$ cat src/design/lrukv_pkg.sv
`timescale 1ns / 1ps
// ============================================================================
// lrukv_pkg
// Shared types and constants of the LRU key/value cache: request and result
// layouts, operation codes, controller states and configuration defaults.
// ============================================================================
package lrukv_pkg;

    // Built number of entries (default of the top-level parameter).
    localparam int unsigned ENTRIES_DEF = 16;

    // Width of one key or one value.
    localparam int unsigned DATA_W = 32;

    // Capacity register.
    localparam int unsigned CAP_W     = 5;
    localparam logic [CAP_W-1:0] CAP_RESET = 5'd16;

    // Operation codes.
    localparam logic OP_GET = 1'b0;
    localparam logic OP_PUT = 1'b1;

    typedef struct packed {
        logic                     op;
        logic signed [DATA_W-1:0] lookup_key;
        logic signed [DATA_W-1:0] write_value;
    } t_req;

    typedef struct packed {
        logic                     hit;
        logic signed [DATA_W-1:0] read_value;
        logic                     evicted;
        logic signed [DATA_W-1:0] evicted_key;
    } t_rsp;

    typedef enum logic [2:0] {
        ST_IDLE,
        ST_SCAN,
        ST_DECIDE,
        ST_UPDATE,
        ST_RESULT
    } t_state;

endpackage

$ cat src/design/lrukv_mem.sv
`timescale 1ns / 1ps
// ============================================================================
// lrukv_mem
// Entry store: one write port and one read port, read data registered.
// Each word holds {key, value, recency rank}.
// ============================================================================
module lrukv_mem #(
    parameter int unsigned ENTRIES = lrukv_pkg::ENTRIES_DEF,
    parameter int unsigned AW      = 4,
    parameter int unsigned DW      = 68
) (
    input  logic          i_clk,
    input  logic          i_rd_en,
    input  logic [AW-1:0] i_rd_addr,
    output logic [DW-1:0] o_rd_data,
    input  logic          i_wr_en,
    input  logic [AW-1:0] i_wr_addr,
    input  logic [DW-1:0] i_wr_data
);

    logic [DW-1:0] mem [ENTRIES];
    logic [DW-1:0] r_rd_data;

    always_ff @(posedge i_clk) begin
        if (i_wr_en) begin
            mem[i_wr_addr] <= i_wr_data;
        end
    end

    always_ff @(posedge i_clk) begin
        if (i_rd_en) begin
            r_rd_data <= mem[i_rd_addr];
        end
    end

    assign o_rd_data = r_rd_data;

endmodule

$ cat src/design/lrukv_ctrl.sv
`timescale 1ns / 1ps
// ============================================================================
// lrukv_ctrl
// Sequencer of the cache: scans the entry store once to find the key, the
// oldest entry and the first free slot, decides the access, then, unless a
// get missed, sweeps the store again to age ranks and write the touched entry.
// ============================================================================
module lrukv_ctrl #(
    parameter int unsigned ENTRIES = lrukv_pkg::ENTRIES_DEF,
    parameter int unsigned AW      = 4,
    parameter int unsigned RW      = 4,
    parameter int unsigned CW      = 5,
    parameter int unsigned DW      = 68
) (
    input  logic                          i_clk,
    input  logic                          i_rst_n,
    input  logic                          i_req_valid,
    output logic                          o_req_ready,
    input  lrukv_pkg::t_req               i_req,
    input  logic [lrukv_pkg::CAP_W-1:0]   i_capacity,
    input  logic                          i_out_free,
    output logic                          o_rsp_push,
    output lrukv_pkg::t_rsp               o_rsp,
    output logic                          o_rd_en,
    output logic [AW-1:0]                 o_rd_addr,
    input  logic [DW-1:0]                 i_rd_data,
    output logic                          o_wr_en,
    output logic [AW-1:0]                 o_wr_addr,
    output logic [DW-1:0]                 o_wr_data
);

    localparam int unsigned KW   = lrukv_pkg::DATA_W;
    localparam int unsigned LW   = RW + 1;
    localparam int unsigned CMPW = (CW > lrukv_pkg::CAP_W) ? CW : lrukv_pkg::CAP_W;

    lrukv_pkg::t_state r_state, n_state;

    lrukv_pkg::t_req   r_req;
    lrukv_pkg::t_rsp   r_rsp, n_rsp;
    logic [CW-1:0]     r_cnt;
    logic              r_dv;
    logic [AW-1:0]     r_di;
    logic              r_dvld;
    logic [ENTRIES-1:0] r_valid;
    logic [CW-1:0]     r_used;

    logic              r_found;
    logic [AW-1:0]     r_hit_slot;
    logic [RW-1:0]     r_hit_rank;
    logic [KW-1:0]     r_hit_val;
    logic              r_old_have;
    logic [RW-1:0]     r_old_rank;
    logic [AW-1:0]     r_old_slot;
    logic [KW-1:0]     r_old_key;
    logic              r_free_have;
    logic [AW-1:0]     r_free_slot;
    logic [AW-1:0]     r_target, n_target;
    logic [LW-1:0]     r_limit, n_limit;

    logic              accept;
    logic              rd_issue;
    logic              cnt_done;
    logic [KW-1:0]     d_key;
    logic [KW-1:0]     d_val;
    logic [RW-1:0]     d_rank;
    logic              key_match;
    logic              older;
    logic [CMPW-1:0]   cap_x;
    logic [CMPW-1:0]   ent_x;
    logic [CMPW-1:0]   eff_cap;
    logic              room;
    logic              n_insert;
    logic              n_count_up;
    logic [RW-1:0]     w_rank;

    assign d_key  = i_rd_data[DW-1 -: KW];
    assign d_val  = i_rd_data[RW+KW-1 -: KW];
    assign d_rank = i_rd_data[RW-1:0];

    assign cnt_done  = (r_cnt == CW'(ENTRIES));
    assign key_match = r_dv && r_dvld && (d_key == r_req.lookup_key);
    assign older     = r_dv && r_dvld && (!r_old_have || (d_rank > r_old_rank));

    // Effective capacity: zero acts as one, anything above the store as the store.
    assign cap_x   = CMPW'(i_capacity);
    assign ent_x   = CMPW'(ENTRIES);
    assign eff_cap = (cap_x == '0) ? CMPW'(1) : ((cap_x > ent_x) ? ent_x : cap_x);
    assign room    = (CMPW'(r_used) < eff_cap);

    // Decision taken once the scan is complete.
    always_comb begin
        n_rsp      = '0;
        n_target   = r_hit_slot;
        n_limit    = {1'b0, r_hit_rank};
        n_insert   = 1'b0;
        n_count_up = 1'b0;
        if (r_found) begin
            n_rsp.hit = 1'b1;
            if (r_req.op == lrukv_pkg::OP_GET) begin
                n_rsp.read_value = r_hit_val;
            end
        end else if (r_req.op == lrukv_pkg::OP_PUT) begin
            n_insert = 1'b1;
            if (room) begin
                // A fill ages every valid entry.
                n_target   = r_free_slot;
                n_limit    = LW'(ENTRIES);
                n_count_up = 1'b1;
            end else if (r_old_have) begin
                n_rsp.evicted     = 1'b1;
                n_rsp.evicted_key = r_old_key;
                n_target          = r_old_slot;
                n_limit           = {1'b0, r_old_rank};
            end else begin
                n_target   = '0;
                n_limit    = '0;
                n_count_up = 1'b1;
            end
        end
    end

    // Next state.
    always_comb begin
        n_state = r_state;
        unique case (r_state)
            lrukv_pkg::ST_IDLE: begin
                if (i_req_valid) begin
                    n_state = lrukv_pkg::ST_SCAN;
                end
            end
            lrukv_pkg::ST_SCAN: begin
                if (cnt_done) begin
                    n_state = lrukv_pkg::ST_DECIDE;
                end
            end
            lrukv_pkg::ST_DECIDE: begin
                if (!r_found && (r_req.op == lrukv_pkg::OP_GET)) begin
                    n_state = lrukv_pkg::ST_RESULT;
                end else begin
                    n_state = lrukv_pkg::ST_UPDATE;
                end
            end
            lrukv_pkg::ST_UPDATE: begin
                if (cnt_done) begin
                    n_state = lrukv_pkg::ST_RESULT;
                end
            end
            lrukv_pkg::ST_RESULT: begin
                if (i_out_free) begin
                    n_state = lrukv_pkg::ST_IDLE;
                end
            end
            default: begin
                n_state = lrukv_pkg::ST_IDLE;
            end
        endcase
    end

    // State-dependent outputs.
    always_comb begin
        o_req_ready = 1'b0;
        rd_issue    = 1'b0;
        o_rsp_push  = 1'b0;
        o_wr_en     = 1'b0;
        unique case (r_state)
            lrukv_pkg::ST_IDLE: begin
                o_req_ready = 1'b1;
            end
            lrukv_pkg::ST_SCAN: begin
                rd_issue = !cnt_done;
            end
            lrukv_pkg::ST_DECIDE: begin
                rd_issue = 1'b0;
            end
            lrukv_pkg::ST_UPDATE: begin
                rd_issue = !cnt_done;
                o_wr_en  = r_dv;
            end
            lrukv_pkg::ST_RESULT: begin
                o_rsp_push = i_out_free;
            end
            default: begin
                o_req_ready = 1'b0;
            end
        endcase
    end

    assign accept    = o_req_ready && i_req_valid;
    assign o_rd_en   = rd_issue;
    assign o_rd_addr = r_cnt[AW-1:0];
    assign o_rsp     = r_rsp;

    // Write-back of the sweep. The read of entry i+1 and the write of entry i
    // fall in the same cycle, so read and write never meet on one address.
    assign w_rank = (r_dvld && ({1'b0, d_rank} < r_limit)) ? (d_rank + RW'(1)) : d_rank;

    always_comb begin
        o_wr_addr = r_di;
        if (r_di == r_target) begin
            if (r_req.op == lrukv_pkg::OP_PUT) begin
                o_wr_data = {r_req.lookup_key, r_req.write_value, RW'(0)};
            end else begin
                o_wr_data = {d_key, d_val, RW'(0)};
            end
        end else begin
            o_wr_data = {d_key, d_val, w_rank};
        end
    end

    // Control state.
    always_ff @(posedge i_clk) begin
        if (!i_rst_n) begin
            r_state     <= lrukv_pkg::ST_IDLE;
            r_cnt       <= '0;
            r_dv        <= 1'b0;
            r_valid     <= '0;
            r_used      <= '0;
            r_found     <= 1'b0;
            r_old_have  <= 1'b0;
            r_free_have <= 1'b0;
        end else begin
            r_state <= n_state;
            r_dv    <= rd_issue;
            if ((r_state == lrukv_pkg::ST_IDLE) || (r_state == lrukv_pkg::ST_DECIDE)) begin
                r_cnt <= '0;
            end else if (rd_issue) begin
                r_cnt <= r_cnt + CW'(1);
            end
            if (accept) begin
                r_found     <= 1'b0;
                r_old_have  <= 1'b0;
                r_free_have <= 1'b0;
            end else if (r_state == lrukv_pkg::ST_SCAN) begin
                if (key_match) begin
                    r_found <= 1'b1;
                end
                if (older) begin
                    r_old_have <= 1'b1;
                end
                if (r_dv && !r_dvld) begin
                    r_free_have <= 1'b1;
                end
            end
            if (r_state == lrukv_pkg::ST_DECIDE) begin
                if (n_insert) begin
                    r_valid[n_target] <= 1'b1;
                end
                if (n_count_up) begin
                    r_used <= r_used + CW'(1);
                end
            end
        end
    end

    // Payload registers.
    always_ff @(posedge i_clk) begin
        r_di   <= r_cnt[AW-1:0];
        r_dvld <= r_valid[r_cnt[AW-1:0]];
        if (accept) begin
            r_req <= i_req;
        end
        if (r_state == lrukv_pkg::ST_SCAN) begin
            if (key_match && !r_found) begin
                r_hit_slot <= r_di;
                r_hit_rank <= d_rank;
                r_hit_val  <= d_val;
            end
            if (older) begin
                r_old_rank <= d_rank;
                r_old_slot <= r_di;
                r_old_key  <= d_key;
            end
            if (r_dv && !r_dvld && !r_free_have) begin
                r_free_slot <= r_di;
            end
        end
        if (r_state == lrukv_pkg::ST_DECIDE) begin
            r_target <= n_target;
            r_limit  <= n_limit;
            r_rsp    <= n_rsp;
        end
    end

    // The number of valid entries is always the use count.
    a_count_matches: assert property (@(posedge i_clk) disable iff (!i_rst_n)
        $countones(r_valid) == r_used)
        else $error("valid bits disagree with use count");

    // A fill is only decided when the scan has found a free slot.
    a_free_on_fill: assert property (@(posedge i_clk) disable iff (!i_rst_n)
        (r_state == lrukv_pkg::ST_DECIDE) && !r_found
        && (r_req.op == lrukv_pkg::OP_PUT) && room |-> r_free_have)
        else $error("fill without a free slot");

    // A hit always points at a valid entry.
    a_hit_valid: assert property (@(posedge i_clk) disable iff (!i_rst_n)
        r_found |-> r_valid[r_hit_slot])
        else $error("hit on an invalid entry");

    // After a result is handed over the sequencer is idle again.
    a_push_idle: assert property (@(posedge i_clk) disable iff (!i_rst_n)
        o_rsp_push |=> (r_state == lrukv_pkg::ST_IDLE))
        else $error("result pushed without returning to idle");

endmodule

$ cat src/design/lru_key_value_cache.sv
`timescale 1ns / 1ps
// ============================================================================
// lru_key_value_cache
// Fully associative key/value cache with least-recently-used replacement,
// a capacity register and a registered result port.
// ============================================================================
//
//  Channel    Signals                               Direction  Moves
//  request    i_req_valid / o_req_ready / i_req     in         op, key, value
//  result     o_rsp_valid / i_rsp_ready / o_rsp     out        hit, data, eviction
//  config     i_cfg_valid / o_cfg_ready / i_cfg_data in        capacity
//
//  A request is served through the single read port of the entry store: one
//  sweep reads every entry to find the key, the oldest entry and a free slot,
//  and a second sweep, which a get that misses does not take, ages the ranks
//  and writes the touched entry. Reset is synchronous and active low; it
//  empties the cache and sets the capacity to 16. The entry store itself is
//  not cleared, since the valid bits guard every read. A stalled result port
//  holds the sequencer in its result state while one finished result waits
//  in the output register; a new request can be taken as soon as that
//  result is parked there.
//
module lru_key_value_cache #(
    parameter int unsigned ENTRIES = lrukv_pkg::ENTRIES_DEF
) (
    input  logic                        i_clk,
    input  logic                        i_rst_n,
    input  logic                        i_req_valid,
    output logic                        o_req_ready,
    input  lrukv_pkg::t_req             i_req,
    output logic                        o_rsp_valid,
    input  logic                        i_rsp_ready,
    output lrukv_pkg::t_rsp             o_rsp,
    input  logic                        i_cfg_valid,
    output logic                        o_cfg_ready,
    input  logic [lrukv_pkg::CAP_W-1:0] i_cfg_data
);

    // Entry address, rank and counter widths follow the store depth.
    localparam int unsigned AW = (ENTRIES > 1) ? $clog2(ENTRIES) : 1;
    localparam int unsigned RW = AW;
    localparam int unsigned CW = $clog2(ENTRIES + 1);
    localparam int unsigned DW = 2 * lrukv_pkg::DATA_W + RW;

    logic [lrukv_pkg::CAP_W-1:0] r_capacity;
    logic                        r_out_valid;
    lrukv_pkg::t_rsp             r_out;

    logic            out_free;
    logic            rsp_push;
    lrukv_pkg::t_rsp rsp;
    logic            rd_en;
    logic [AW-1:0]   rd_addr;
    logic [DW-1:0]   rd_data;
    logic            wr_en;
    logic [AW-1:0]   wr_addr;
    logic [DW-1:0]   wr_data;

    // The capacity register takes a write in any cycle. Writing it does not
    // touch the stored entries; a lowered capacity only takes effect through
    // later evictions.
    assign o_cfg_ready = 1'b1;

    always_ff @(posedge i_clk) begin
        if (!i_rst_n) begin
            r_capacity <= lrukv_pkg::CAP_RESET;
        end else if (i_cfg_valid) begin
            r_capacity <= i_cfg_data;
        end
    end

    // Output register: the slot is free when empty or being drained now.
    assign out_free = !r_out_valid || i_rsp_ready;

    always_ff @(posedge i_clk) begin
        if (!i_rst_n) begin
            r_out_valid <= 1'b0;
        end else if (rsp_push) begin
            r_out_valid <= 1'b1;
        end else if (i_rsp_ready) begin
            r_out_valid <= 1'b0;
        end
    end

    always_ff @(posedge i_clk) begin
        if (rsp_push) begin
            r_out <= rsp;
        end
    end

    assign o_rsp_valid = r_out_valid;
    assign o_rsp       = r_out;

    lrukv_ctrl #(
        .ENTRIES (ENTRIES),
        .AW      (AW),
        .RW      (RW),
        .CW      (CW),
        .DW      (DW)
    ) u_ctrl (
        .i_clk       (i_clk),
        .i_rst_n     (i_rst_n),
        .i_req_valid (i_req_valid),
        .o_req_ready (o_req_ready),
        .i_req       (i_req),
        .i_capacity  (r_capacity),
        .i_out_free  (out_free),
        .o_rsp_push  (rsp_push),
        .o_rsp       (rsp),
        .o_rd_en     (rd_en),
        .o_rd_addr   (rd_addr),
        .i_rd_data   (rd_data),
        .o_wr_en     (wr_en),
        .o_wr_addr   (wr_addr),
        .o_wr_data   (wr_data)
    );

    lrukv_mem #(
        .ENTRIES (ENTRIES),
        .AW      (AW),
        .DW      (DW)
    ) u_mem (
        .i_clk     (i_clk),
        .i_rd_en   (rd_en),
        .i_rd_addr (rd_addr),
        .o_rd_data (rd_data),
        .i_wr_en   (wr_en),
        .i_wr_addr (wr_addr),
        .i_wr_data (wr_data)
    );

endmodule
$ cat config.mk
export PLATFORM = sky130hd
export DESIGN_NAME = lru_key_value_cache
export DESIGN_NICKNAME = d
export VERILOG_FILES = /design/src/design/lrukv_pkg.sv /design/src/design/lrukv_mem.sv /design/src/design/lrukv_ctrl.sv /design/src/design/lru_key_value_cache.sv
export SDC_FILE = /design/constraint.sdc
export NUM_CORES = 1
export LEC_CHECK = 0
export BUFFER_PORTS_ARGS = -buffer_cell sky130_fd_sc_hd__buf_2
export CAP_MARGIN = 20
export CELL_PAD_IN_SITES_DETAIL_PLACEMENT = 0
export CELL_PAD_IN_SITES_GLOBAL_PLACEMENT = 2
export CORE_MARGIN = 3
export CORE_UTILIZATION = 54
export CTS_BUF_LIST = sky130_fd_sc_hd__clkbuf_8 sky130_fd_sc_hd__clkbuf_16
export CTS_CLUSTER_SIZE = 10
export DETAILED_ROUTE_END_ITERATION = 7
export HOLD_SLACK_MARGIN = 0.08
export PLACE_DENSITY = 0.94
export SLEW_MARGIN = 15
export SYNTH_ARGS = -nofsm -noshare
export SYNTH_HDL_FRONTEND = slang
export SYNTH_SLANG_ARGS = --single-unit
$ cat constraint.sdc
create_clock -name i_clk -period 18 [get_ports i_clk]
set_clock_uncertainty 0.1 [all_clocks]
set_input_delay 1.8 -clock i_clk [delete_from_list [all_inputs] [get_ports i_clk]]
set_output_delay 1.8 -clock i_clk [all_outputs]
set_load 0.005 [all_outputs]
==> reports/summary.txt <==
PLACEMENT
-------------------------------------------------------------------------------------------
Placed cell count                                                                      3828
Placed Instance Area                                                              58200 µm²
Detailed placer's ending HPWL                                                      62300 µm
Post-Place Setup Slack                                                             14000 ps
Routability cong.                                                                     0.792
Count of buffers inserted at the top-level ports                                        142

SYNTH
-------------------------------------------------------------------------------------------
Synth top area share                                                                  78.0%
Cell Area, Synth                                                                  55600 µm²
Primary FF master, synth                                                       sky130_fd_sc_hd__edfxtp_1
Post-synthesis cell count                                                              2371
Number of warnings issued by yosys                                                        0
Leading post-synthesis cells by cell area                                      sky130_fd_sc_hd__edfxtp_1 78%, sky130_fd_sc_hd__mux4_2 14%, sky130_fd_sc_hd__dfxtp_1 1.6%, sky130_fd_sc_hd__mux2_2 1.3%, sky130_fd_sc_hd__and2_1 0.80%
Share of synthesized area occupied by flip-flops and latches                          79.6%
Synthesized netlist net count                                                          2461
EDFF count, synth                                                                      1446
Yosys top cell by area                                                         sky130_fd_sc_hd__edfxtp_1
Synth Area per Inst                                                                23.5 µm²
Synth cell types                                                                         58
Async S/R FF share, synth                                                                0%
Number of storage elements in the synthesis netlist                                    1490

RUN STATUS
-------------------------------------------------------------------------------------------
Outcome                                                                        complete, no violations

WORST SETUP PATH
-------------------------------------------------------------------------------------------
Critical Path RT                                                                   18350 ps
Critical Path Sink Type                                                            register
Data arrival at the endpoint of the critical path                                   4470 ps
Startpoint kind of the worst setup timing path                                     register
Kind of critical path                                                               reg2reg
Highest fanout seen on the critical path                                                168

TIMING
-------------------------------------------------------------------------------------------
Final setup violation count                                                               0
RSZ-0062 raised after global routing                                                     no
Max-slew violation total from the final report                                            0
Final setup margin                                                                 13890 ps
Peak clock frequency supported by timing                                            243 MHz
Total negative slack                                                                   0 ps
Tightest slew margin relative to the limit                                            26.5%
Period utilization                                                                    22.9%
Slew at the pin closest to its max-slew limit                                       1100 ps
Hold Worst Slack                                                                     316 ps
Final hold violation count                                                                0
Fin crit period                                                                     4110 ps

CTS
-------------------------------------------------------------------------------------------
TritonCTS clock tree                                                                  built
Clk_lat worst skew                                                                   750 ps
Number of buffers on the longest clock path                                               3
Clock tree sinks                                                                       1490
Depth of the CTS H-tree                                                                   4
Cts bufs inserted                                                                       168
Clk slew on worst S/H paths                                                           60 ps
Number of hold buffers added after cts                                                    0
Buffers inserted by post-CTS timing repair                                                0
Clock root buffer                                                              sky130_fd_sc_hd__clkbuf_16
Post-cts gate resize count                                                                0

POWER AND IR DROP
-------------------------------------------------------------------------------------------
Share of total power consumed by net switching                                        20.9%
Final Power                                                                         7.28 mW
Flop pwr share                                                                        55.0%
Cell internal pwr                                                                   5.75 mW
Worst-case vdd ir drop                                                          0.0000908 V
Leakage Power                                                                       19.5 nW
Proportion of power drawn by combinational gates                                       4.7%
Power density normalized to cell area                                            116 nW/µm²
Clock group share of total power                                                      40.2%
Net switching power                                                                 1.52 mW

FLOORPLAN
-------------------------------------------------------------------------------------------
Standard-cell rows                                                                      117
Die Y-Extent                                                                         327 µm
Std-Cell Core Area                                                               102000 µm²
Initial Utilization                                                                   54.5%
Die outline area                                                                 107000 µm²
Ports                                                                                   144
DIE WIDTH                                                                            327 µm

ROUTING
-------------------------------------------------------------------------------------------
Total Wirelength                                                                  131000 µm
Final routed wire length divided by cell count                                      32.5 µm
Via count of the routed design                                                        26.4k
Number of design-rule violations left by the first detailed-router iteration           3488
Via-to-Cell Ratio                                                                      6.54
Drt first pass iters                                                                      5
Post-route DRC violation count                                                            0
Final antenna-violating net count                                                         0

LAYOUT
-------------------------------------------------------------------------------------------
Antenna diodes                                                                            0
Post-route cell area                                                              62800 µm²
Final-stage net count                                                                  2725
Utilization after layout                                                              61.6%
Ratio of cells with drive above 1 in the final layout                                 31.5%
Fillers                                                                                6528
Syn-to-layout area delta                                                              12.9%
Commonest non-fill, non-tap cells in the layout                                1446 x sky130_fd_sc_hd__edfxtp_1, 345 x sky130_fd_sc_hd__mux4_2, 171 x sky130_fd_sc_hd__clkbuf_16
Most common cell after layout, fill and taps aside                             sky130_fd_sc_hd__edfxtp_1
Finished Layout Cells                                                                  4037

GLOBAL ROUTING
-------------------------------------------------------------------------------------------
Global-route usage over all layers                                                    24.8%
Overflow left after global routing                                                        0
Pin count of the biggest net entering global routing                                    169
Number of antenna violations at the first check in global routing                         1
First-pass GRT wire length                                                        191000 µm
Vias in the first global route                                                        27.7k

JOB
-------------------------------------------------------------------------------------------
Max cap viols                                                                             0

WORST HOLD PATH
-------------------------------------------------------------------------------------------
Path type of the worst min-delay path                                               reg2reg

-- state kept, by name, indices dropped and copies added (netlist names), 5 cells and up --
name              count
o_rsp                66
u_ctrl.r_used         5
u_ctrl.r_cnt          5
r_capacity            5
u_ctrl.r_limit        5
u_ctrl.r_valid       16
u_ctrl.r_hit_val     32
u_ctrl.r_old_key     32
u_ctrl.r_req         65
u_ctrl.o_rsp         66
u_mem.o_rd_data      68
u_mem.mem          1088
-- cell usage after synthesis (all sizes together) (6+ instances only) --
master  instances
o21ai          16
dfxtp          44
buf            38
and2           71
clkbuf         65
nand2          44
xnor2          39
a32o            6
a21o            6
mux4          345
ha             15
mux2           64
nor2b          11
mux2i          10
a21oi          13
inv            19
a21boi          6
nand2b          8
nor3            9
nor2           36
edfxtp       1446
nand4          13
-- per-layer routing --
layer	vias up	wire length (µm)	part of all wire (%)	GRT usage, %
met5	-	0	0	0
met4	0	4790	3.7	9.91
met3	318	12800	9.8	5.32
met2	1829	66100	50	40.7
met1	13900	47400	36	33.0
li1	10400	-	-	-
-- path summary, 6_finish.rpt --
path	from	endpoint	slack, ps	cells after the start
worst max-delay path	u_ctrl.r_cnt[1]	u_mem.o_rd_data[21]	13890	4
worst min register to register	u_ctrl.o_rsp[43]	o_rsp[43]	320	0
worst min-delay path	u_ctrl.o_rsp[43]	o_rsp[43]	320	0
worst max register to register	u_ctrl.r_cnt[1]	u_mem.o_rd_data[21]	13890	4
-- power by group through the flow --
stage	combinational, mW	clock (mW)	sequential [mW]
6_report	0.346	2.93	4.00
3_3_place_gp	0.312	0	4.07
4_1_cts	0.339	2.97	4.01
3_5_place_dp	0.332	0	4.07
5_1_grt	0.372	3.09	4.01
2_1_floorplan	0.224	0	4.05
-- layout make-up --
class,instances,area [µm²],area share (%)
multi-input cells,759,11000,17.6
flip-flops and latches,1490,44300,70.6
well taps,1368,1710,2.73
repair buffers,197,1180,1.87
clock inverters,31,204,0.325
clock buffers,173,4310,6.86
inverters,19,71.3,0.114
-- worst max-delay path, stage by stage, from the launching register on --
cell and delay (ps):
sky130_fd_sc_hd__dfxtp_4 850, sky130_fd_sc_hd__buf_4 820, sky130_fd_sc_hd__buf_12 780, sky130_fd_sc_hd__mux4_2 490
sky130_fd_sc_hd__mux4_2 540
-- cell families (layout without fill, tap and decap cells) --
family	count (synthesis)	in the layout	synth area share (%)
flip-flops	1490	1490	79.6
multiplexers	419	419	15.4
AND/OR/NAND/NOR	212	212	2.07
buffers and inverters	122	420	0.895
AO/OA/AOI/OAI	70	70	0.980
XOR/XNOR	42	42	0.661
adder cells (fa/ha/maj)	15	15	0.337
other	1	1	0.00674
No activity file was read; power rests on OpenSTA's default activity.
